## src/rtl/core/assert_macros.svh

```systemverilog
// Assertion macros shared by the RTL of the polar to Cartesian converter.
// Every macro samples on the rising edge of clock and is disabled while reset is high.
`ifndef ASSERT_MACROS_SVH
`define ASSERT_MACROS_SVH

// Checks that a condition holds at every clock edge.
`define ASSERT_ALWAYS(label, cond, msg) \
   label: assert property (@(posedge clock) disable iff (reset) (cond)) else $error(msg);

// Checks that a consequent holds in the cycle in which an antecedent holds.
`define ASSERT_IMPLY(label, ante, cons, msg) \
   label: assert property (@(posedge clock) disable iff (reset) (ante) |-> (cons)) \
      else $error(msg);

`endif

```

## src/rtl/core/p2c_pkg.sv

```systemverilog
// Package for the polar to Cartesian converter: widths, constants, the word type
// handed along the rotation chain and the arctangent table. It depends on nothing.
package p2c_pkg;

   localparam int ROTATION_STEPS = 16;
   localparam int TABLE_LEN      = 24;

   localparam int MAG_W   = 16;
   localparam int ANG_W   = 16;
   localparam int OUT_W   = 17;
   localparam int RED_W   = 15;
   localparam int QUO_W   = 9;
   localparam int REM_W   = 6;
   localparam int PHASE_W = 32;
   localparam int XY_W    = 34;
   localparam int Z_W     = 33;
   localparam int GAIN_W  = 30;

   localparam int TURN_UNITS = 23040;
   localparam logic [GAIN_W-1:0] GAIN_Q30 = 30'd652032874;
   // Reciprocal of 45 scaled by 2^21, exact for any reduced angle.
   localparam logic [15:0] RECIP45 = 16'd46604;
   localparam int RECIP45_SHIFT = 21;
   // Integer part of 2^23 / 45.
   localparam logic [17:0] PHASE_PER_REM = 18'd186413;
   localparam int OUT_LIMIT = 65535;

   typedef struct packed {
      logic signed [XY_W-1:0] x;
      logic signed [XY_W-1:0] y;
      logic signed [Z_W-1:0]  z;
      logic                   flip;
   } vec_type;

   function automatic logic [PHASE_W-1:0] atan_of(input int idx);
      logic [PHASE_W-1:0] a;
      case (idx)
         0:  a = 32'd536870912;
         1:  a = 32'd316933406;
         2:  a = 32'd167458907;
         3:  a = 32'd85004756;
         4:  a = 32'd42667331;
         5:  a = 32'd21354465;
         6:  a = 32'd10679838;
         7:  a = 32'd5340245;
         8:  a = 32'd2670163;
         9:  a = 32'd1335087;
         10: a = 32'd667544;
         11: a = 32'd333772;
         12: a = 32'd166886;
         13: a = 32'd83443;
         14: a = 32'd41722;
         15: a = 32'd20861;
         16: a = 32'd10430;
         17: a = 32'd5215;
         18: a = 32'd2608;
         19: a = 32'd1304;
         20: a = 32'd652;
         21: a = 32'd326;
         22: a = 32'd163;
         23: a = 32'd81;
         default: a = '0;
      endcase
      return a;
   endfunction

endpackage

```

## src/rtl/core/p2c_cell.sv

```systemverilog
// One micro-rotation cell of the converter's CORDIC chain, with its own register
// and handshake toward its neighbors. Uses p2c_pkg.
module p2c_cell #(
   parameter int IDX = 0
) (
   input  logic             clock,
   input  logic             reset,
   input  logic             in_valid,
   output logic             in_ready,
   input  p2c_pkg::vec_type in_vec,
   output logic             out_valid,
   input  logic             out_ready,
   output p2c_pkg::vec_type out_vec
);

   localparam logic signed [p2c_pkg::Z_W-1:0] ATAN =
      $signed({1'b0, p2c_pkg::atan_of(IDX)});

   logic             valid_ff;
   p2c_pkg::vec_type vec_ff, vec_in;
   logic signed [p2c_pkg::XY_W-1:0] dx, dy;

   assign in_ready = !valid_ff || out_ready;

   always_comb begin
      dx = in_vec.y >>> IDX;
      dy = in_vec.x >>> IDX;
      vec_in.flip = in_vec.flip;
      if (!in_vec.z[p2c_pkg::Z_W-1]) begin
         vec_in.x = in_vec.x - dx;
         vec_in.y = in_vec.y + dy;
         vec_in.z = in_vec.z - ATAN;
      end else begin
         vec_in.x = in_vec.x + dx;
         vec_in.y = in_vec.y - dy;
         vec_in.z = in_vec.z + ATAN;
      end
   end

   always_ff @(posedge clock) begin
      if (reset) begin
         valid_ff <= 1'b0;
      end else if (in_ready) begin
         valid_ff <= in_valid;
      end
   end

   always_ff @(posedge clock) begin
      if (in_ready) begin
         vec_ff <= vec_in;
      end
   end

   assign out_valid = valid_ff;
   assign out_vec   = vec_ff;

endmodule

```

## config.mk

```make
export PLATFORM = sky130hd
export DESIGN_NAME = p2c_cell
export DESIGN_NICKNAME = d
export VERILOG_FILES = /design/src/rtl/core/assert_macros.svh /design/src/rtl/core/p2c_pkg.sv /design/src/rtl/core/p2c_cell.sv
export SDC_FILE = /design/constraint.sdc
export NUM_CORES = 1
export LEC_CHECK = 0
export ABC_CLOCK_PERIOD_IN_PS = 4800
export BUFFER_PORTS_ARGS = -buffer_cell sky130_fd_sc_hd__buf_2
export CAP_MARGIN = 25
export CORE_MARGIN = 4
export CORE_UTILIZATION = 45
export CTS_CLUSTER_SIZE = 16
export DETAILED_ROUTE_END_ITERATION = 16
export PLACE_DENSITY_LB_ADDON = 0.12
export SLEW_MARGIN = 5
export SYNTH_ARGS = -nofsm -noshare
export SYNTH_HDL_FRONTEND = slang
export SYNTH_SLANG_ARGS = --single-unit
```

## constraint.sdc

```tcl
create_clock -name clock -period 4.8 [get_ports clock]
set_input_delay 0.24 -clock clock [delete_from_list [all_inputs] [get_ports clock]]
set_output_delay 0.24 -clock clock [all_outputs]
set_load 0.02 [all_outputs]
```

==> tab_implementation.tex <==
\begin{tabular}{lr}
\hline
Metric & Value \\
\hline
\multicolumn{2}{l}{\textbf{Power and ir drop}} \\
\quad Overall power consumption & $\sim$3.3 mW \\
\quad Leakage power summed over all cells & 4.77 nW \\
\quad Power density over the cells & 315 nW/µm² \\
\quad Worst vdd rail ir drop & 0.000166 V \\
\multicolumn{2}{l}{\textbf{Clock tree}} \\
\quad Worst-path clk slew & roughly 80 ps \\
\quad Post-CTS Hold Buffers & 0 \\
\quad Resize count post-CTS & 0 \\
\quad Cell at the root of the clock tree & clkbuf\_16 \\
\quad Total clock buffers created by CTS & 9 \\
\quad CTS sink cnt & 102 \\
\quad TritonCTS clock tree & done \\
\quad Worst-Skew Late Latency & approximately 370 ps \\
\quad Buffer depth of the longest clock path & 2 \\
\quad \# Post-CTS Setup Buffers & 0 \\
\quad Count of H-tree levels built during CTS & 3 \\
\multicolumn{2}{l}{\textbf{Synth}} \\
\quad Yosys reg bits & 102 \\
\quad Syn\_area\_per\_cell & 9.01 µm² \\
\quad Area of the mapped netlist & 8890 µm² \\
\quad Ys async rst share & 0 \\
\quad Count of distinct cell types in the synthesized netlist & 76 \\
\quad Synthesized netlist cell count & 987 \\
\quad Ys Warns & 0 \\
\quad Predominant post-synthesis flop cell & edfxtp\_1 \\
\quad Nets in the synthesized netlist & 1198 \\
\quad Number of enable flip-flop cells after synthesis & 101 \\
\quad Part of the Yosys area used for sequential elements & 0.343 \\
\multicolumn{2}{l}{\textbf{Global route}} \\
\quad First-pass GRT wire length & about 42000 µm \\
\quad Global routing usage summed across all routing layers & 0.236 \\
\quad Number of antenna violations at the first check in global routing & 1 \\
\quad Met2 track demand over resource in global routing & 0.387 \\
\quad Busiest layer in global routing & met2 \\
\quad Vias in the first global route & roughly 7700 \\
\quad Grt met3 use & 0.0381 \\
\quad Maximum number of pins on one net before global-route repair & 58 \\
\quad Grt ovf & 0 \\
\quad Met1 track demand over resource in global routing & 0.322 \\
\multicolumn{2}{l}{\textbf{Timing}} \\
\quad Worst Skew & 13.8 ps \\
\quad Summed negative setup slack over all endpoints & 0 ps \\
\quad Unrepaired setup endpoints after global routing & no \\
\quad Final Worst Setup Slack & about 1400 ps \\
\quad Number of pins exceeding their max-slew limit in the final report & 0 \\
\quad Highest clock rate & 0.290 GHz \\
\quad Relative slew margins & 0.443 \\
\quad Hold\_ws & 39.5 ps \\
\quad Time the final worst path needs with I/O delays and setup & 3450 ps \\
\quad Count of final hold-check violations & 0 \\
\quad Worst-margin pin slew & 828 ps \\
\quad Count of final setup violators & 0 \\
\quad Final worst-path cycle share & 0.719 \\
\multicolumn{2}{l}{\textbf{Worst hold path}} \\
\quad Worst hold-check path type & in -> reg \\
\multicolumn{2}{l}{\textbf{Detailed routing}} \\
\quad Initial detailed-routing violation count & 593 \\
\quad Number of remaining DRC errors & 0 \\
\quad Avg Vias per Cell & 5.59 \\
\quad Iteration count of the initial detailed-routing pass & 5 \\
\quad Final ANT Viol Nets & 0 \\
\quad Vias after detailed routing & 8045 \\
\quad Average wire per standard cell & between 15 and 20 µm \\
\quad Final wirelength & 26800 µm \\
\multicolumn{2}{l}{\textbf{Die}} \\
\quad Initial core utilization & 0.457 \\
\quad Core Footprint & 19500 µm² \\
\quad Width of the die & between 100 and 150 µm \\
\quad Top-level port count & 210 \\
\quad Die footprint & $\sim$22000 µm² \\
\quad Y dimension of the die & 149 µm \\
\quad Row Count & approximately 50 \\
\multicolumn{2}{l}{\textbf{Final layout}} \\
\quad Final Cell Area & about 10000 µm² \\
\quad Layout filler cell count & approximately 1800 \\
\quad Count of antenna diodes in the layout & 0 \\
\quad Area overhead of the layout relative to synthesis & 17.5\% \\
\quad Total area of multi-input combinational cells & 5250 µm² \\
\quad Final core utilization & 0.537 \\
\quad Fraction of final layout cells with drive strength greater than 1 & 0.216 \\
\quad Layout net count & roughly 1400 \\
\quad Final standard cell count with taps included and fillers excluded & roughly 1400 \\
\quad Reg area & around 3100 µm² \\
\multicolumn{2}{l}{\textbf{Run}} \\
\quad \# Max-Cap Violations & 0 \\
\multicolumn{2}{l}{\textbf{Place}} \\
\quad Post-DP HPWL & 20800 µm \\
\quad Number of cells after detailed placement & about 1400 \\
\quad Number of buffers inserted by port buffering & $\sim$210 \\
\quad Area after DPL & roughly 10000 µm² \\
\quad GP Congestion & 0.952 \\
\quad Pre-CTS worst setup slack & 1080 ps \\
\multicolumn{2}{l}{\textbf{Critical path}} \\
\quad Req. time, crit path & 4910 ps \\
\quad Sort of element at the end of the critical path & flop \\
\quad Startpoint types & input port \\
\quad Data arrival time at the worst-slack endpoint & 3560 ps \\
\quad Type of the setup path with the least slack & in -> reg \\
\quad Maximum net fanout on the critical path & 4 \\
\multicolumn{2}{l}{\textbf{Run status}} \\
\quad Outcome & finished clean \\
\hline
\end{tabular}
## final timing paths
path                          startpoint                     end  slack, ps  cells after the start
hold / removal                     reset  out_valid$_SDFFE_PP0P_         40                      2
hold reg to reg   out_valid$_SDFFE_PP0P_  out_valid$_SDFFE_PP0P_       1120                      2
setup / recovery              in_vec[34]   out_vec[98]$_DFFE_PP_       1350                     12
setup reg to reg  out_valid$_SDFFE_PP0P_   out_vec[18]$_DFFE_PP_       2810                      2
## registers in the layout, indices dropped and copies added (netlist names)
signal,flops
out_vec,101
out_valid,1
## worst max-delay path, stage by stage
cell and delay, ps:
buf_2 120, ha_1 220, fa_1 410, nor2b_1 160, o21ai_1 240, a211oi_2 160
o31ai_1 740, o41ai_1 260, a211oi_1 380, o21bai_2 130, a311oi_1 390, xnor2_1 110
## power breakdown
group / total (mW) / switching [mW] / internal, mW
combinational: 1.25 / 0.813 / 0.435
sequential: 1.22 / 0.0440 / 1.17
clock: 0.824 / 0.400 / 0.423
## layout by cell type, fill, tap and decap left out, types with 13 or more instances in the layout
master and instances:
nor2_1 84, xnor2_1 55, a211oi_1 16, nor2b_1 13
buf_2 209, ha_1 101, a31oi_1 13, a21o_1 17
nor3_1 23, a21oi_1 106, inv_1 105, o21ai_0 64
edfxtp_1 101, nand3_1 18, nand2_1 39
## logic make-up after synthesis
group                    Yosys count  share of synthesized area
flip-flops                       102                      0.343
buffers and inverters            150                     0.0671
multiplexers                      11                     0.0124
AND/OR/NAND/NOR                  233                      0.127
XOR/XNOR                          66                     0.0650
adder cells (fa/ha/maj)          105                      0.151
AO/OA/AOI/OAI                    320                      0.234
## area by class of cell
cell class / count / area share
repair buffers: 214 / 0.104
flip-flops and latches: 102 / 0.292
inverters: 107 / 0.0384
clock buffers: 9 / 0.0216
multi-input cells: 735 / 0.503
clock inverters: 7 / 0.00958
well taps: 265 / 0.0317
## Yosys cell counts (all sizes together), types with 6 or more instances
cell      n  area, µm²
a21o     18        136
a211oi   17        133
mux2i    11        110
o221ai    7       67.6
o21ai    67        339
nand4    11       68.8
a31oi    13       81.3
nand3    18       90.1
nor3     23        115
buf      24        124
xor2     11       96.3
nor2b    13       81.3
or3       7       43.8
o211ai    9       67.6
a21oi   106        531
nor2     84        315
nand2    39        146
o21bai   13        101
xnor2    55        482
edfxtp  101       3030
o31a      6       52.6
o31ai     9       72.6
nand2b   12       75.1
inv     105        394
clkbuf   19       71.3
ha      101       1260
## metal layers
| metal | up-vias | part of all wire |
|---|---|---|
| met5 | - | 0 |
| met4 | 0 | 0.026 |
| met3 | 49 | 0.076 |
| met2 | 357 | 0.45 |
| met1 | 3724 | 0.45 |
| li1 | 3915 | - |
Power figures use the tool's default switching activity.
