### src/rtl/core/assert_macros.svh
// Assertion macros shared by the RTL of the polar to Cartesian converter.
// Every macro samples on the rising edge of clock and is disabled while reset is high.
`ifndef ASSERT_MACROS_SVH
`define ASSERT_MACROS_SVH

// Checks that a condition holds at every clock edge.
`define ASSERT_ALWAYS(label, cond, msg) \
   label: assert property (@(posedge clock) disable iff (reset) (cond)) else $error(msg);

// Checks that a consequent holds in the cycle in which an antecedent holds.
`define ASSERT_IMPLY(label, ante, cons, msg) \
   label: assert property (@(posedge clock) disable iff (reset) (ante) |-> (cons)) \
      else $error(msg);

`endif

### src/rtl/core/p2c_pkg.sv
// Package for the polar to Cartesian converter: widths, constants, the word type
// handed along the rotation chain and the arctangent table. It depends on nothing.
package p2c_pkg;

   localparam int ROTATION_STEPS = 16;
   localparam int TABLE_LEN      = 24;

   localparam int MAG_W   = 16;
   localparam int ANG_W   = 16;
   localparam int OUT_W   = 17;
   localparam int RED_W   = 15;
   localparam int QUO_W   = 9;
   localparam int REM_W   = 6;
   localparam int PHASE_W = 32;
   localparam int XY_W    = 34;
   localparam int Z_W     = 33;
   localparam int GAIN_W  = 30;

   localparam int TURN_UNITS = 23040;
   localparam logic [GAIN_W-1:0] GAIN_Q30 = 30'd652032874;
   // Reciprocal of 45 scaled by 2^21, exact for any reduced angle.
   localparam logic [15:0] RECIP45 = 16'd46604;
   localparam int RECIP45_SHIFT = 21;
   // Integer part of 2^23 / 45.
   localparam logic [17:0] PHASE_PER_REM = 18'd186413;
   localparam int OUT_LIMIT = 65535;

   typedef struct packed {
      logic signed [XY_W-1:0] x;
      logic signed [XY_W-1:0] y;
      logic signed [Z_W-1:0]  z;
      logic                   flip;
   } vec_type;

   function automatic logic [PHASE_W-1:0] atan_of(input int idx);
      logic [PHASE_W-1:0] a;
      case (idx)
         0:  a = 32'd536870912;
         1:  a = 32'd316933406;
         2:  a = 32'd167458907;
         3:  a = 32'd85004756;
         4:  a = 32'd42667331;
         5:  a = 32'd21354465;
         6:  a = 32'd10679838;
         7:  a = 32'd5340245;
         8:  a = 32'd2670163;
         9:  a = 32'd1335087;
         10: a = 32'd667544;
         11: a = 32'd333772;
         12: a = 32'd166886;
         13: a = 32'd83443;
         14: a = 32'd41722;
         15: a = 32'd20861;
         16: a = 32'd10430;
         17: a = 32'd5215;
         18: a = 32'd2608;
         19: a = 32'd1304;
         20: a = 32'd652;
         21: a = 32'd326;
         22: a = 32'd163;
         23: a = 32'd81;
         default: a = '0;
      endcase
      return a;
   endfunction

endpackage

### src/rtl/core/p2c_front.sv
// Front end of the polar to Cartesian converter: angle reduction, phase mapping,
// half-turn fold and gain-compensated start vector, in three stages. Uses p2c_pkg.
module p2c_front (
   input  logic                           clock,
   input  logic                           reset,
   input  logic                           in_valid,
   output logic                           in_ready,
   input  logic [p2c_pkg::MAG_W-1:0]      magnitude,
   input  logic signed [p2c_pkg::ANG_W-1:0] angle_deg,
   output logic                           out_valid,
   input  logic                           out_ready,
   output p2c_pkg::vec_type               out_vec
);

   logic v1_ff, v2_ff, v3_ff;
   logic rdy1, rdy2, rdy3;

   logic [p2c_pkg::RED_W-1:0]   red1_ff, red1_in, red2_ff;
   logic [p2c_pkg::XY_W-1:0]    x1_ff, x1_in, x2_ff;
   logic [p2c_pkg::QUO_W-1:0]   q2_ff, q2_in;
   p2c_pkg::vec_type            vec3_ff, vec3_in;

   logic signed [p2c_pkg::ANG_W:0]  ang_s, red_s;
   logic [p2c_pkg::MAG_W+p2c_pkg::GAIN_W-1:0] gain_prod;
   logic [p2c_pkg::RED_W+15:0]      q_prod;
   logic [p2c_pkg::RED_W-1:0]       q_times;
   logic [p2c_pkg::RED_W-1:0]       rem_full;
   logic [p2c_pkg::REM_W-1:0]       rem;
   logic [p2c_pkg::PHASE_W-1:0]     frac, phase;
   logic                            flip;

   assign rdy3 = !v3_ff || out_ready;
   assign rdy2 = !v2_ff || rdy3;
   assign rdy1 = !v1_ff || rdy2;
   assign in_ready = rdy1;

   always_comb begin
      ang_s = {angle_deg[p2c_pkg::ANG_W-1], angle_deg};
      if (ang_s < -17'sd23040) begin
         red_s = ang_s + 17'sd46080;
      end else if (ang_s < 17'sd0) begin
         red_s = ang_s + 17'sd23040;
      end else if (ang_s >= 17'sd23040) begin
         red_s = ang_s - 17'sd23040;
      end else begin
         red_s = ang_s;
      end
      red1_in = red_s[p2c_pkg::RED_W-1:0];
      gain_prod = {{p2c_pkg::GAIN_W{1'b0}}, magnitude} *
                  {{p2c_pkg::MAG_W{1'b0}}, p2c_pkg::GAIN_Q30};
      x1_in = {2'b00, gain_prod[45:14]};
   end

   always_comb begin
      q_prod = {16'd0, red1_ff} * {15'd0, p2c_pkg::RECIP45};
      q2_in = q_prod[p2c_pkg::RECIP45_SHIFT +: p2c_pkg::QUO_W];
   end

   // The remainder's share of the phase is 186413 * rem + ceil(rem / 2) for rem below 45.
   always_comb begin
      q_times  = {6'd0, q2_ff} * 15'd45;
      rem_full = red2_ff - q_times;
      rem      = rem_full[p2c_pkg::REM_W-1:0];
      frac     = {26'd0, rem} * {14'd0, p2c_pkg::PHASE_PER_REM}
               + {26'd0, (rem + 6'd1) >> 1};
      phase    = {q2_ff, 23'd0} + frac;
      flip     = phase[31] ^ phase[30];
      vec3_in.x    = x2_ff;
      vec3_in.y    = '0;
      vec3_in.z    = {phase[31] ^ flip, phase[31] ^ flip, phase[30:0]};
      vec3_in.flip = flip;
   end

   always_ff @(posedge clock) begin
      if (reset) begin
         v1_ff <= 1'b0;
         v2_ff <= 1'b0;
         v3_ff <= 1'b0;
      end else begin
         if (rdy1) begin
            v1_ff <= in_valid;
         end
         if (rdy2) begin
            v2_ff <= v1_ff;
         end
         if (rdy3) begin
            v3_ff <= v2_ff;
         end
      end
   end

   always_ff @(posedge clock) begin
      if (rdy1) begin
         red1_ff <= red1_in;
         x1_ff   <= x1_in;
      end
      if (rdy2) begin
         red2_ff <= red1_ff;
         x2_ff   <= x1_ff;
         q2_ff   <= q2_in;
      end
      if (rdy3) begin
         vec3_ff <= vec3_in;
      end
   end

   assign out_valid = v3_ff;
   assign out_vec   = vec3_ff;

endmodule

### config.mk
export PLATFORM = sky130hd
export DESIGN_NAME = p2c_front
export DESIGN_NICKNAME = d
export VERILOG_FILES = /design/src/rtl/core/assert_macros.svh /design/src/rtl/core/p2c_pkg.sv /design/src/rtl/core/p2c_front.sv
export SDC_FILE = /design/constraint.sdc
export NUM_CORES = 1
export LEC_CHECK = 0
export BUFFER_PORTS_ARGS = -buffer_cell sky130_fd_sc_hd__buf_2
export CORE_MARGIN = 8
export CORE_UTILIZATION = 44
export DETAILED_ROUTE_END_ITERATION = 10
export GPL_TIMING_DRIVEN = 0
export PLACE_DENSITY = 0.7
export SLEW_MARGIN = 20
export SYNTH_ARGS = -nofsm -noshare
export SYNTH_HDL_FRONTEND = slang
export SYNTH_SLANG_ARGS = --single-unit
### constraint.sdc
create_clock -name clock -period 11.9 [get_ports clock]
set_input_delay 2.38 -clock clock [delete_from_list [all_inputs] [get_ports clock]]
set_output_delay 2.38 -clock clock [all_outputs]
set_load 0.1 [all_outputs]
==> metrics.cfg <==
[floorplan]
die_area_mm2 = 0.0488
start_util_pct = 44.4
die_height_um = 221
coreArea_mm2 = 0.0417
rows = 75
die_width_um = 221
io_pins = 140

[detailed_routing]
drt_first_iter_violations = 578
wire_per_inst_um = 16.1
drtPass1Iterations = 7
wl_um = 37700
ant_nets = 0
drc = 0
via_per_inst = 4.82
vias = 11301

[synthesis]
synth_adder_area_share_pct = 48.6
yosys.area_share.simple_pct = 4.58
synth_area_leader_cell = fa_1
synth_ff_type = edfxtp_1
yosysUniqueCellTypes = 58
async_flop_share_pct = 0
synth_seq_cells = 161
synthXorXnorAreaFrac_pct = 4.27
synthMuxAreaShare_pct = 0.0542
synth_compound_area_share_pct = 6.27
ys_seq_area_share_pct = 26.0
synth_edf_count = 158
synth_top_family_by_area = adder cells
yosysTopAreaCellShare_pct = 26.6
netlist_area_mm2 = 0.0185
syn_area_per_cell_um2 = 11.3
ys_warn_count = 0
synthCells = 1632
ys_top_cells_by_area = fa_1 27%, edfxtp_1 26%, ha_1 22%

[cts]
max-clock-path-buffers = 2
root_buffer = clkbuf_16
cts-resized-gates = 0
clock_latency_ps = 440
cts_setup_buffers = 0
cts_max_level = 4
cts_made_buffers = 17
tritoncts = built
ctsHoldBuffers = 0
clk_pin_slew_ps = 70
clkSinkCount = 161

[timing]
finalCriticalPeriod_ps = 8430
slew_violations = 0
setup_viol = 0
fmax_ghz = 0.119
rsz0062_at_grt = false
fin_skew_ps = 10.0
setup_tns_ps = 0
fin_crit_sh_pct = 70.8
final_hold_viol_count = 0
slew-limit-headroom_pct = 53.1
worst_pin_slew_ps = 703

[layout]
layout-drive-gt1-share_pct = 10.8
multi_input_area_mm2 = 0.0119
fill_cells = 3752
final_cell_count_no_fill = 2343
areaGrowthSynthToFinish_pct = 10.7
utilization_pct = 49.1
final_cell_area_mm2 = 0.0205
final_nets = 2397
diodes = 0
seqCellArea_mm2 = 0.00480

[critical_path]
start_kind = input port
path_max_fanout = 9
endpoint_kind = register
required_ps = 12090
worstPathArrival_ps = 8620
critPathKind = in -> reg

[place]
gp_congestion = 0.928
port_buffers = 103
place_area_mm2 = 0.0199
dp_cells = 2311
dpl.hpwl_um = 32700

[status]
status = finished clean

[flow_run]
cap_violations = 0

[grt]
grt_pass1_vias = 12745
grt_max_degree = 49
overflow = 0
grt_pass1_wl_um = 64100
antenna_found_initial = 0
grtUsageTotal_pct = 16.3

[worst_hold_path]
hold_path.class = reg -> reg

## synth_stat cells (2+ instances only)
cell         n
inv_1      425
ha_1       324
fa_1       246
edfxtp_1   158
xnor2_1     68
a21oi_1     53
nor2_1      42
buf_4       38
nand2_1     37
o21ai_0     28
a21o_1      23
xor2_1      22
nand3_1     18
nor3_1      18
a31oi_1     11
nor2b_1     10
a211oi_1     8
and2_1       8
nand4_1      8
o211ai_1     7
o21bai_1     7
and3_1       6
o21a_1       6
or2_2        6
nand2b_1     5
or3_1        4
clkbuf_1     3
dfxtp_1      3
nor4_1       3
o22ai_1      3
o31ai_1      3
a2bb2oi_1    2
a31o_2       2
a41oi_1      2
nor3b_1      2
## registers in the layout (all words and copies together), names as in the netlist
register and count:
v1_ff 1, x2_ff 32, red2_ff 6, out_vec 64, red1_ff 15, q2_ff 9
x1_ff 32, out_valid 1, v2_ff 1
## cells by family (layout without fill, tap and decap cells)
| group | count (synthesis) | in the layout |
|---|---|---|
| AOI/OAI and AO/OA | 171 | 171 |
| buffers and inverters | 466 | 603 |
| xor gates and xnor gates | 90 | 90 |
| DFF | 161 | 161 |
| and+or+nand+nor | 172 | 172 |
| muxes | 1 | 1 |
| adders and majority gates | 570 | 570 |
| other | 1 | 36 |
## routing by layer
metal	wire, um	global-route usage (%)	vias up
met2	18600	28.3	218
met5	0	0	-
met3	1680	3.28	63
met1	16200	19.7	5473
li1	-	-	5547
met4	1230	6.39	0
## stage by stage
stage                     hold WS, ps  worst slack (ps)
after global placement            401              3110
after detailed placement          405              3060
after CTS                         411              3490
final                             414              3470
after floorplan                   400              4040
after global routing              417              3210
## critical path: stages
cell and delay [ps]:
buf_2 320, ha_1 400, fa_1 650, inv_1 140
fa_1 560, inv_1 60, fa_1 500, fa_1 550
inv_1 60, fa_1 530, inv_1 50, ha_1 370
nand4_1 150, or2_2 330, or3_1 370, o221ai_4 330
a21oi_1 200, a31oi_1 390, a21oi_1 150, xnor2_1 140
## path summary, 6_finish.rpt
kind,startpoint,endpoint,slack [ps],cells past startpoint
min reg2reg,x1_ff[17]$_DFFE_PP_,x2_ff[17]$_DFFE_PP_,410,0
max,magnitude[14],x1_ff[30]$_DFFE_PP_,3470,20
max reg2reg,q2_ff[2]$_DFFE_PP_,out_vec[30]$_DFFE_PP_,4670,25
min,x1_ff[17]$_DFFE_PP_,x2_ff[17]$_DFFE_PP_,410,0
## layout make-up
| class | count | share of cell area [%] |
|---|---|---|
| Tap cell | 539 | 3.30 |
| Multi-Input combinational cell | 1040 | 58.3 |
| Clock buffer | 17 | 2.08 |
| Clock inverter | 15 | 0.881 |
| Buffer | 41 | 1.45 |
| Inverter | 425 | 7.81 |
| Timing Repair Buffer | 105 | 2.72 |
| Sequential cell | 161 | 23.5 |
## cells in the final DEF (no fill, tap or decap), drive strengths merged, types with 9 or more instances in the layout
master and n:
a211oi 9, a21o 24, a21oi 53, a31oi 12, buf 143, clkbuf 20
conb 36, edfxtp 158, fa 246, ha 324, inv 435, nand2 37
nand3 18, nor2 42, nor2b 10, nor3 18, o21ai 28, xnor2 68
xor2 22
Power is not shown: default switching activity piles up to over one toggle a cycle in this logic, so the estimate is an artifact.
