===== config.mk =====
export PLATFORM = sky130hd
export DESIGN_NAME = p2c_output
export DESIGN_NICKNAME = d
export VERILOG_FILES = /design/src/rtl/core/assert_macros.svh /design/src/rtl/core/p2c_pkg.sv /design/src/rtl/core/p2c_output.sv
export SDC_FILE = /design/constraint.sdc
export NUM_CORES = 1
export LEC_CHECK = 0
export BUFFER_PORTS_ARGS = -buffer_cell sky130_fd_sc_hd__buf_2
export CORE_ASPECT_RATIO = 1.25
export CORE_MARGIN = 8
export CORE_UTILIZATION = 51
export DETAILED_ROUTE_END_ITERATION = 8
export PLACE_DENSITY = 0.79
export SYNTH_ARGS = -nofsm -noshare
export SYNTH_HDL_FRONTEND = slang
export SYNTH_SLANG_ARGS = --single-unit
export TNS_END_PERCENT = 20

===== constraint.sdc =====
create_clock -name clock -period 4 [get_ports clock]
set_input_delay 0.8 -clock clock [delete_from_list [all_inputs] [get_ports clock]]
set_output_delay 0.8 -clock clock [all_outputs]
set_load 0.1 [all_outputs]

===== src/rtl/core/assert_macros.svh =====
// Assertion macros shared by the RTL of the polar to Cartesian converter.
// Every macro samples on the rising edge of clock and is disabled while reset is high.
`ifndef ASSERT_MACROS_SVH
`define ASSERT_MACROS_SVH

// Checks that a condition holds at every clock edge.
`define ASSERT_ALWAYS(label, cond, msg) \
   label: assert property (@(posedge clock) disable iff (reset) (cond)) else $error(msg);

// Checks that a consequent holds in the cycle in which an antecedent holds.
`define ASSERT_IMPLY(label, ante, cons, msg) \
   label: assert property (@(posedge clock) disable iff (reset) (ante) |-> (cons)) \
      else $error(msg);

`endif


===== src/rtl/core/p2c_pkg.sv =====
// Package for the polar to Cartesian converter: widths, constants, the word type
// handed along the rotation chain and the arctangent table. It depends on nothing.
package p2c_pkg;

   localparam int ROTATION_STEPS = 16;
   localparam int TABLE_LEN      = 24;

   localparam int MAG_W   = 16;
   localparam int ANG_W   = 16;
   localparam int OUT_W   = 17;
   localparam int RED_W   = 15;
   localparam int QUO_W   = 9;
   localparam int REM_W   = 6;
   localparam int PHASE_W = 32;
   localparam int XY_W    = 34;
   localparam int Z_W     = 33;
   localparam int GAIN_W  = 30;

   localparam int TURN_UNITS = 23040;
   localparam logic [GAIN_W-1:0] GAIN_Q30 = 30'd652032874;
   // Reciprocal of 45 scaled by 2^21, exact for any reduced angle.
   localparam logic [15:0] RECIP45 = 16'd46604;
   localparam int RECIP45_SHIFT = 21;
   // Integer part of 2^23 / 45.
   localparam logic [17:0] PHASE_PER_REM = 18'd186413;
   localparam int OUT_LIMIT = 65535;

   typedef struct packed {
      logic signed [XY_W-1:0] x;
      logic signed [XY_W-1:0] y;
      logic signed [Z_W-1:0]  z;
      logic                   flip;
   } vec_type;

   function automatic logic [PHASE_W-1:0] atan_of(input int idx);
      logic [PHASE_W-1:0] a;
      case (idx)
         0:  a = 32'd536870912;
         1:  a = 32'd316933406;
         2:  a = 32'd167458907;
         3:  a = 32'd85004756;
         4:  a = 32'd42667331;
         5:  a = 32'd21354465;
         6:  a = 32'd10679838;
         7:  a = 32'd5340245;
         8:  a = 32'd2670163;
         9:  a = 32'd1335087;
         10: a = 32'd667544;
         11: a = 32'd333772;
         12: a = 32'd166886;
         13: a = 32'd83443;
         14: a = 32'd41722;
         15: a = 32'd20861;
         16: a = 32'd10430;
         17: a = 32'd5215;
         18: a = 32'd2608;
         19: a = 32'd1304;
         20: a = 32'd652;
         21: a = 32'd326;
         22: a = 32'd163;
         23: a = 32'd81;
         default: a = '0;
      endcase
      return a;
   endfunction

endpackage


===== src/rtl/core/p2c_output.sv =====
// Output stage of the converter: rounds to 8 fraction bits, undoes the half-turn
// fold, saturates and holds the result word for the receiver. Uses p2c_pkg.
module p2c_output (
   input  logic                             clock,
   input  logic                             reset,
   input  logic                             in_valid,
   output logic                             in_ready,
   input  p2c_pkg::vec_type                 in_vec,
   output logic                             out_valid,
   input  logic                             out_ready,
   output logic signed [p2c_pkg::OUT_W-1:0] real_part,
   output logic signed [p2c_pkg::OUT_W-1:0] imag_part
);

   logic valid_ff;
   logic signed [p2c_pkg::OUT_W-1:0] re_ff, re_in, im_ff, im_in;

   function automatic logic signed [p2c_pkg::OUT_W-1:0] finish(
      input logic signed [p2c_pkg::XY_W-1:0] v,
      input logic                            flip
   );
      logic signed [p2c_pkg::XY_W:0] rounded;
      logic signed [18:0]            scaled;
      logic signed [19:0]            signed_v;
      logic signed [p2c_pkg::OUT_W-1:0] r;
      rounded  = {v[p2c_pkg::XY_W-1], v} + 35'sd32768;
      scaled   = rounded[p2c_pkg::XY_W:16];
      signed_v = flip ? -{scaled[18], scaled} : {scaled[18], scaled};
      if (signed_v > 20'sd65535) begin
         r = 17'sd65535;
      end else if (signed_v < -20'sd65535) begin
         r = -17'sd65535;
      end else begin
         r = signed_v[p2c_pkg::OUT_W-1:0];
      end
      return r;
   endfunction

   assign in_ready = !valid_ff || out_ready;
   assign re_in = finish(in_vec.x, in_vec.flip);
   assign im_in = finish(in_vec.y, in_vec.flip);

   always_ff @(posedge clock) begin
      if (reset) begin
         valid_ff <= 1'b0;
      end else if (in_ready) begin
         valid_ff <= in_valid;
      end
   end

   always_ff @(posedge clock) begin
      if (in_ready) begin
         re_ff <= re_in;
         im_ff <= im_in;
      end
   end

   assign out_valid = valid_ff;
   assign real_part = re_ff;
   assign imag_part = im_ff;

endmodule


==> metrics.md, run 1 <==
| Metric | Value |
|---|---|
| Number of global-route vias before repair | 3549 |
| Routed wire per std cell | 14.7 microns |
| Global-route wire length before repair | 15.9 mm |
| Ys Warns | 0 |
| Max-slew violations | 0 |
| Antenna violations before repair | 0 |
| Setup violators final | 0 |
| Sequential cell area | 1040 sq um |
| Worst slew pin tran | 704 ps |
| Worst clock skew | 2.21 ps |
| Die H | 114 microns |
| Worst path arrival time | 3730 ps |
| Number of remaining DRC errors | 0 |
| Nets | 670 |
| Slew headroom | 52.7% |
| Total Wirelength | 9.59 mm |
| Number of diodes | 0 |
| Area grow syn2layout | 17.0% |
| I/O Pins | 142 |
| Max-cap violations | 0 |
| Overflow left after global routing | 0 |
| Hold crit path type | primary input to register |
| Min cycle time layout | 3690 ps |
| Pwr Density | 328 nW/um^2 |
| DRT Pass-1 Iters | 5 |
| Post-synth top area share | 26.2% |
| Max FO, Critical Path | 8 |
| #FFs+latches synth | 35 |
| Total track usage | 17.5% |
| Post-synth EDFFs | 34 |
| Outcome | finished clean |
| RSZ-0062 raised after global routing | no |
| Ys flop type | edfxtp_1 |
| Critical path endpoint category | register |
| Clock root cell | clkbuf_8 |
| Clock transition at the registers of the reported paths | 70 ps |
| Crit path kind | primary input to register |
| IO Port Bufs | 78 |
| Largest net degree at the start of global routing | 36 |
| Antenna Nets Post-Route | 0 |
| Clk_lat worst skew | 280 ps |
| Worst hold slack | 661 ps |
| Core ar. | 7400 sq um |
| Vias per inst | 5.94 |
| Hold_buf cts | 0 |
| Site Rows | 35 |
| Via count | 3879 |
| Critical path startpoint category | primary input |
| Hold violation count in the final report | 0 |
| Cells after Synth | 480 |
| GPL Wtd Cong | 0.922 |
| Worst slack at placement | 33.7 ps |
| Filler instances | 663 |
| Ys async rst share | 0% |
| Synth area leader | edfxtp_1 |
| Syn Area/Cell | 8.12 sq um |
| Setup bufs post-CTS | 0 |
| Pleak | 1.72 nW |
| Peak supply drop | 0.473 mV |
| Syn nets | 590 |
| Yosys cell types | 73 |
| Setup TNS | 0 ps |
| Cts bufs inserted | 5 |
| Die X-Extent | 94.2 microns |
| TritonCTS clock tree | built |
| Post-DP HPWL | 7.87 mm |
| Share of the core filled with cells | 61.6% |
| Top cells by area, synth | edfxtp_1 26%, xnor2_1 11%, nand2_1 5.9% |
| Post-CTS sizing | 0 |
| Die ar. | 10700 sq um |
| Area of the multi-input gates | 2700 sq um |
| Syn Std Cell Area | 3900 sq um |
| Seq/Total Area, Yosys | 26.7% |
| Final setup margin | 308 ps |
| FMAX | 271 MHz |
| Tcrit/Tclk final | 92.3% |
| H-tree depth | 2 |
| Initial DRC Count | 246 |
| Starting Density | 52.7% |
| CP required | 4030 ps |
| CTS Sinks | 35 |
| Ratio of cells with drive above 1 in the final layout | 22.8% |
| Clock Tree Buf Depth | 2 |
==> cells by family (layout without fill, tap and decap cells) <==
kind of cell	count (synthesis)	count (layout)	share of synthesized area, %
buffers and inverters	39	120	4.14
AOI/OAI and AO/OA	118	118	21.4
DFF	35	35	26.7
xor gates and xnor gates	65	65	14.6
adders and majority gates	4	4	1.28
and+or+nand+nor	211	211	29.7
muxes	8	8	2.15
==> per-stage QoR <==
stage | cells | power [W] | area (sq um)
after global placement | 645 | 0.00118 | 4450
after global routing | 653 | 0.00156 | 4560
final | 653 | 0.00149 | 4560
after detailed placement | 645 | 0.00119 | 4450
after floorplan | 480 | 0.00106 | 3900
after CTS | 653 | 0.00150 | 4560
==> critical path: stages <==
cell      delay [ps]
buf_2            120
ha_1             230
a211oi_1         220
or4b_4           510
a311oi_4         390
nand3_2          150
o41ai_2          350
xnor2_1          300
a311oi_4         230
a21oi_1          200
a21bo_1          240
==> cells in the mapped netlist (2+ instances only) <==
library cell  instances
and3_1                7
edfxtp_1             34
o22ai_1               3
xnor2_1              48
mux2i_1               5
o31a_1                4
o211a_1               3
ha_1                  4
or4_1                 3
o211ai_1              6
nand4b_1              3
buf_1                 2
xor2_1               17
or3_1                 8
a31oi_1              10
a21o_1                2
inv_1                12
o21ai_1               8
and2_0                2
nor2_1               24
nor3b_1               5
nand2_1              61
a311oi_4              2
nand3_2               2
o311a_1               2
nor3_2                3
a211o_1               2
a21bo_1               8
nand3_1              27
nor3_1               15
o21ai_0              26
and4_1                4
nor4_1                9
o31ai_1               5
nand4_1              15
a21oi_1              21
nor2b_1               2
and2_1                4
nand2b_1              3
clkbuf_1             14
a211oi_1              3
mux2_2                3
buf_2                 9
==> where the power goes <==
group | switching, W | internal (W) | total, W | leakage, nW
clock network | 0.000122 | 0.000185 | 0.000307 | 0.0581
logic | 0.000555 | 0.000165 | 0.000720 | 1.32
registers | 0.00000872 | 0.000459 | 0.000468 | 0.344
total | 0.000685 | 0.000809 | 0.00149 | 1.72
==> state kept, by name (all words and copies together), names as in the netlist <==
signal and cells:
real_part 17, imag_part 17, out_valid 1
==> worst paths after layout <==
kind | slack [ps] | start | depth (start not counted) | end
worst max register to register | 2860 | out_valid | 2 | imag_part[7]
worst min register to register | 910 | out_valid | 3 | out_valid
worst min-delay path | 660 | reset | 2 | out_valid
worst max-delay path | 310 | in_vec[49] | 11 | imag_part[5]
==> layer usage <==
metal  track usage [%]  routed length, microns  part of all wire [%]  vias up
met5                 0                       0                     0        -
met1              23.4                    4360                    45     1758
met4              6.79                     155                   1.6        0
li1                  -                       -                     -     1962
met2              27.2                    4330                    45      144
met3              3.02                     747                   7.8       15
==> cell type report <==
cell class | count | share of cell area, %
clock buffer | 5 | 1.51
multi-input combinational | 406 | 59.1
sequential | 35 | 22.8
inverter | 13 | 1.07
timing repair buffer | 99 | 12.0
tap | 92 | 2.52
clock inverter | 3 | 0.960
==> cells in the final DEF (no fill, tap or decap), types with 12 or more instances in the layout <==
master and count:
o21ai_0 26, nor2_1 24, nor3_1 15, inv_1 12, a21oi_1 21, buf_4 21, nand4_1 15, buf_2 78
xor2_1 17, xnor2_1 48, edfxtp_1 34, nand2_1 61, nand3_1 27
(Power assumes the default switching activity.)
==> run 2, diff against run 1 <==
- clock period: 4 -> 3.5 ns (I/O delays scaled with it)
==> metrics.md, run 2 (synthesized netlist as in run 1, its figures left out) <==
| Metric | Value |
|---|---|
| Outcome | finished clean (unchanged) |
| Clk_lat worst skew | 290 ps (was 280 ps) |
| Hold crit path type | primary input to register (unchanged) |
| H-tree depth | 2 (unchanged) |
| Max-slew violations | 0 (unchanged) |
| Worst hold slack | 552 ps (was 661 ps) |
| Min cycle time layout | 3390 ps |
| Worst slew pin tran | 524 ps (was 704 ps) |
| Pwr Density | 338 nW/um^2 (was 328 nW/um^2) |
| Final setup margin | 108 ps (was 308 ps) |
| Max FO, Critical Path | 4 (was 8) |
| Peak supply drop | 0.510 mV (was 0.473 mV) |
| Commonest non-fill, non-tap cell in the layout | buf_4 (was buf_2) |
| Die ar. | 10700 sq um (unchanged) |
| Core ar. | 7400 sq um (unchanged) |
| Total track usage | 18.7% (was 17.5%) |
| Setup violators final | 0 (unchanged) |
| Die X-Extent | 94.2 microns (unchanged) |
| Starting Density | 52.7% (unchanged) |
| Met3 global-route usage | 2.69% (was 3.02%) |
| Routed wire per std cell | 14.6 microns (was 14.7 microns) |
| Hold_buf cts | 0 (unchanged) |
| Slew headroom | 64.8% (was 52.7%) |
| Total Wirelength | 10.5 mm (was 9.59 mm) |
| Met1 GRT Util | 24.2% (was 23.4%) |
| RSZ-0062 raised after global routing | no (unchanged) |
| I/O Pins | 142 (unchanged) |
| Post-DP HPWL | 8.41 mm (was 7.87 mm) |
| GPL Wtd Cong | 0.900 (was 0.922) |
| IO Port Bufs | 78 (unchanged) |
| TritonCTS clock tree | built (unchanged) |
| Number of diodes | 0 (unchanged) |
| FMAX | 295 MHz |
| Area grow syn2layout | 33.1% (was 17.0%) |
| Via count | 4161 (was 3879) |
| Pleak | 2.08 nW (was 1.72 nW) |
| Number of remaining DRC errors | 0 (unchanged) |
| Site Rows | 35 (unchanged) |
| Worst slack at placement | -302 ps (was 33.7 ps) |
| Antenna violations before repair | 0 (unchanged) |
| Worst path arrival time | 3420 ps (was 3730 ps) |
| Ratio of cells with drive above 1 in the final layout | 32.5% (was 22.8%) |
| Initial DRC Count | 261 (was 246) |
| Number of global-route vias before repair | 3845 (was 3549) |
| CP required | 3520 ps (was 4030 ps) |
| Filler instances | 593 (was 663) |
| Final Non-Filler Cells | 722 (was 653) |
| Met2 Use GR | 31.0% (was 27.2%) |
| Hold violation count in the final report | 0 (unchanged) |
| Antenna Nets Post-Route | 0 (unchanged) |
| Clock Tree Buf Depth | 2 (unchanged) |
| CTS Sinks | 35 (unchanged) |
| Placed Area | 4950 sq um (was 4450 sq um) |
| Post-Place Cells | 710 (was 645) |
| Worst clock skew | 13.5 ps (was 2.21 ps) |
| Clock transition at the registers of the reported paths | 70 ps (about the same) |
| Critical path startpoint category | primary input (unchanged) |
| Largest net degree at the start of global routing | 36 (unchanged) |
| Max-cap violations | 0 (unchanged) |
| Crit path kind | primary input to register (unchanged) |
| Final Cell Area | 5190 sq um (was 4560 sq um) |
| Tcrit/Tclk final | 96.9% |
| Global-route wire length before repair | 17.0 mm (was 15.9 mm) |
| Nets | 739 (was 670) |
| Grt peak-use layer | met2 (unchanged) |
| Die H | 114 microns (unchanged) |
| Most frequent cells in the layout | 88 x buf_4, 75 x buf_2, 61 x nand2_1, 45 x xnor2_1, 34 x edfxtp_1 (was 78 x buf_2, 61 x nand2_1, 48 x xnor2_1, 34 x edfxtp_1, 27 x nand3_1) |
| Clock root cell | clkbuf_8 (unchanged) |
| Overflow left after global routing | 0 (unchanged) |
| Share of the core filled with cells | 70.1% (was 61.6%) |
| Vias per inst | 5.76 (was 5.94) |
| Cts bufs inserted | 5 (unchanged) |
| Critical path endpoint category | register (unchanged) |
| DRT Pass-1 Iters | 5 (unchanged) |
-- run 2: cell types whose count changed in the layout (fill, tap and decap cells not counted), moves of 2 or more --
cell / change
buf_4: +67
clkbuf_8: +2
xnor2_2: +3
xnor2_1: -3
buf_2: -3
buf_6: +3
-- run 2: metal layers --
layer	vias up	wire [microns]
met5	-	0
met4	0	142
met3	13	704
met2	141	4900
met1	1908	4780
li1	2099	-
-- run 2: timing repair --
action                     CTS  global route
setup endpoints to repair    0            15
gates resized for setup      0            18
buffers inserted             0             3
-- run 2: layout make-up --
class / instances / area (sq um) / share of cell area, %
timing repair buffer: 167 / 1090 / 21.0
tap: 92 / 115 / 2.22
clock buffer: 7 / 96.3 / 1.86
clock inverter: 1 / 7.51 / 0.145
sequential: 35 / 1040 / 20.1
multi-input combinational: 407 / 2790 / 53.8
inverter: 13 / 48.8 / 0.941
-- run 2: path summary, 6_finish.rpt --
check,slack [ps],endpoint,start,cells after the start
setup reg to reg,2270,real_part[1],out_valid,2
setup / recovery,110,real_part[6],in_vec[83],12
hold / removal,550,out_valid,reset,2
hold reg to reg,960,imag_part[10],out_valid,2
-- run 2: stage by stage --
step / setup TNS [ps] / power, W
after floorplan: 0 / 0.00122
after global placement: -1860 / 0.00141
final: 0 / 0.00175
after detailed placement: -3720 / 0.00142
after CTS: 0 / 0.00174
after global routing: 0 / 0.00183
-- run 2: power by group --
group | internal (W) | leakage (nW) | switching, W
Clock | 0.000179 | 0.0505 | 0.000137
Combinational | 0.000246 | 1.69 | 0.000655
Sequential | 0.000525 | 0.344 | 0.0000110
Total | 0.000949 | 2.08 | 0.000804
-- run 2: critical path: stages --
cell and delay (ps):
buf_2 110, ha_1 250, and3_1 230, mux2i_1 140
o31a_1 280, nor4bb_1 300, buf_4 170, mux2_2 320
o32ai_1 330, nand4b_1 150, o31ai_1 320, o211ai_1 130
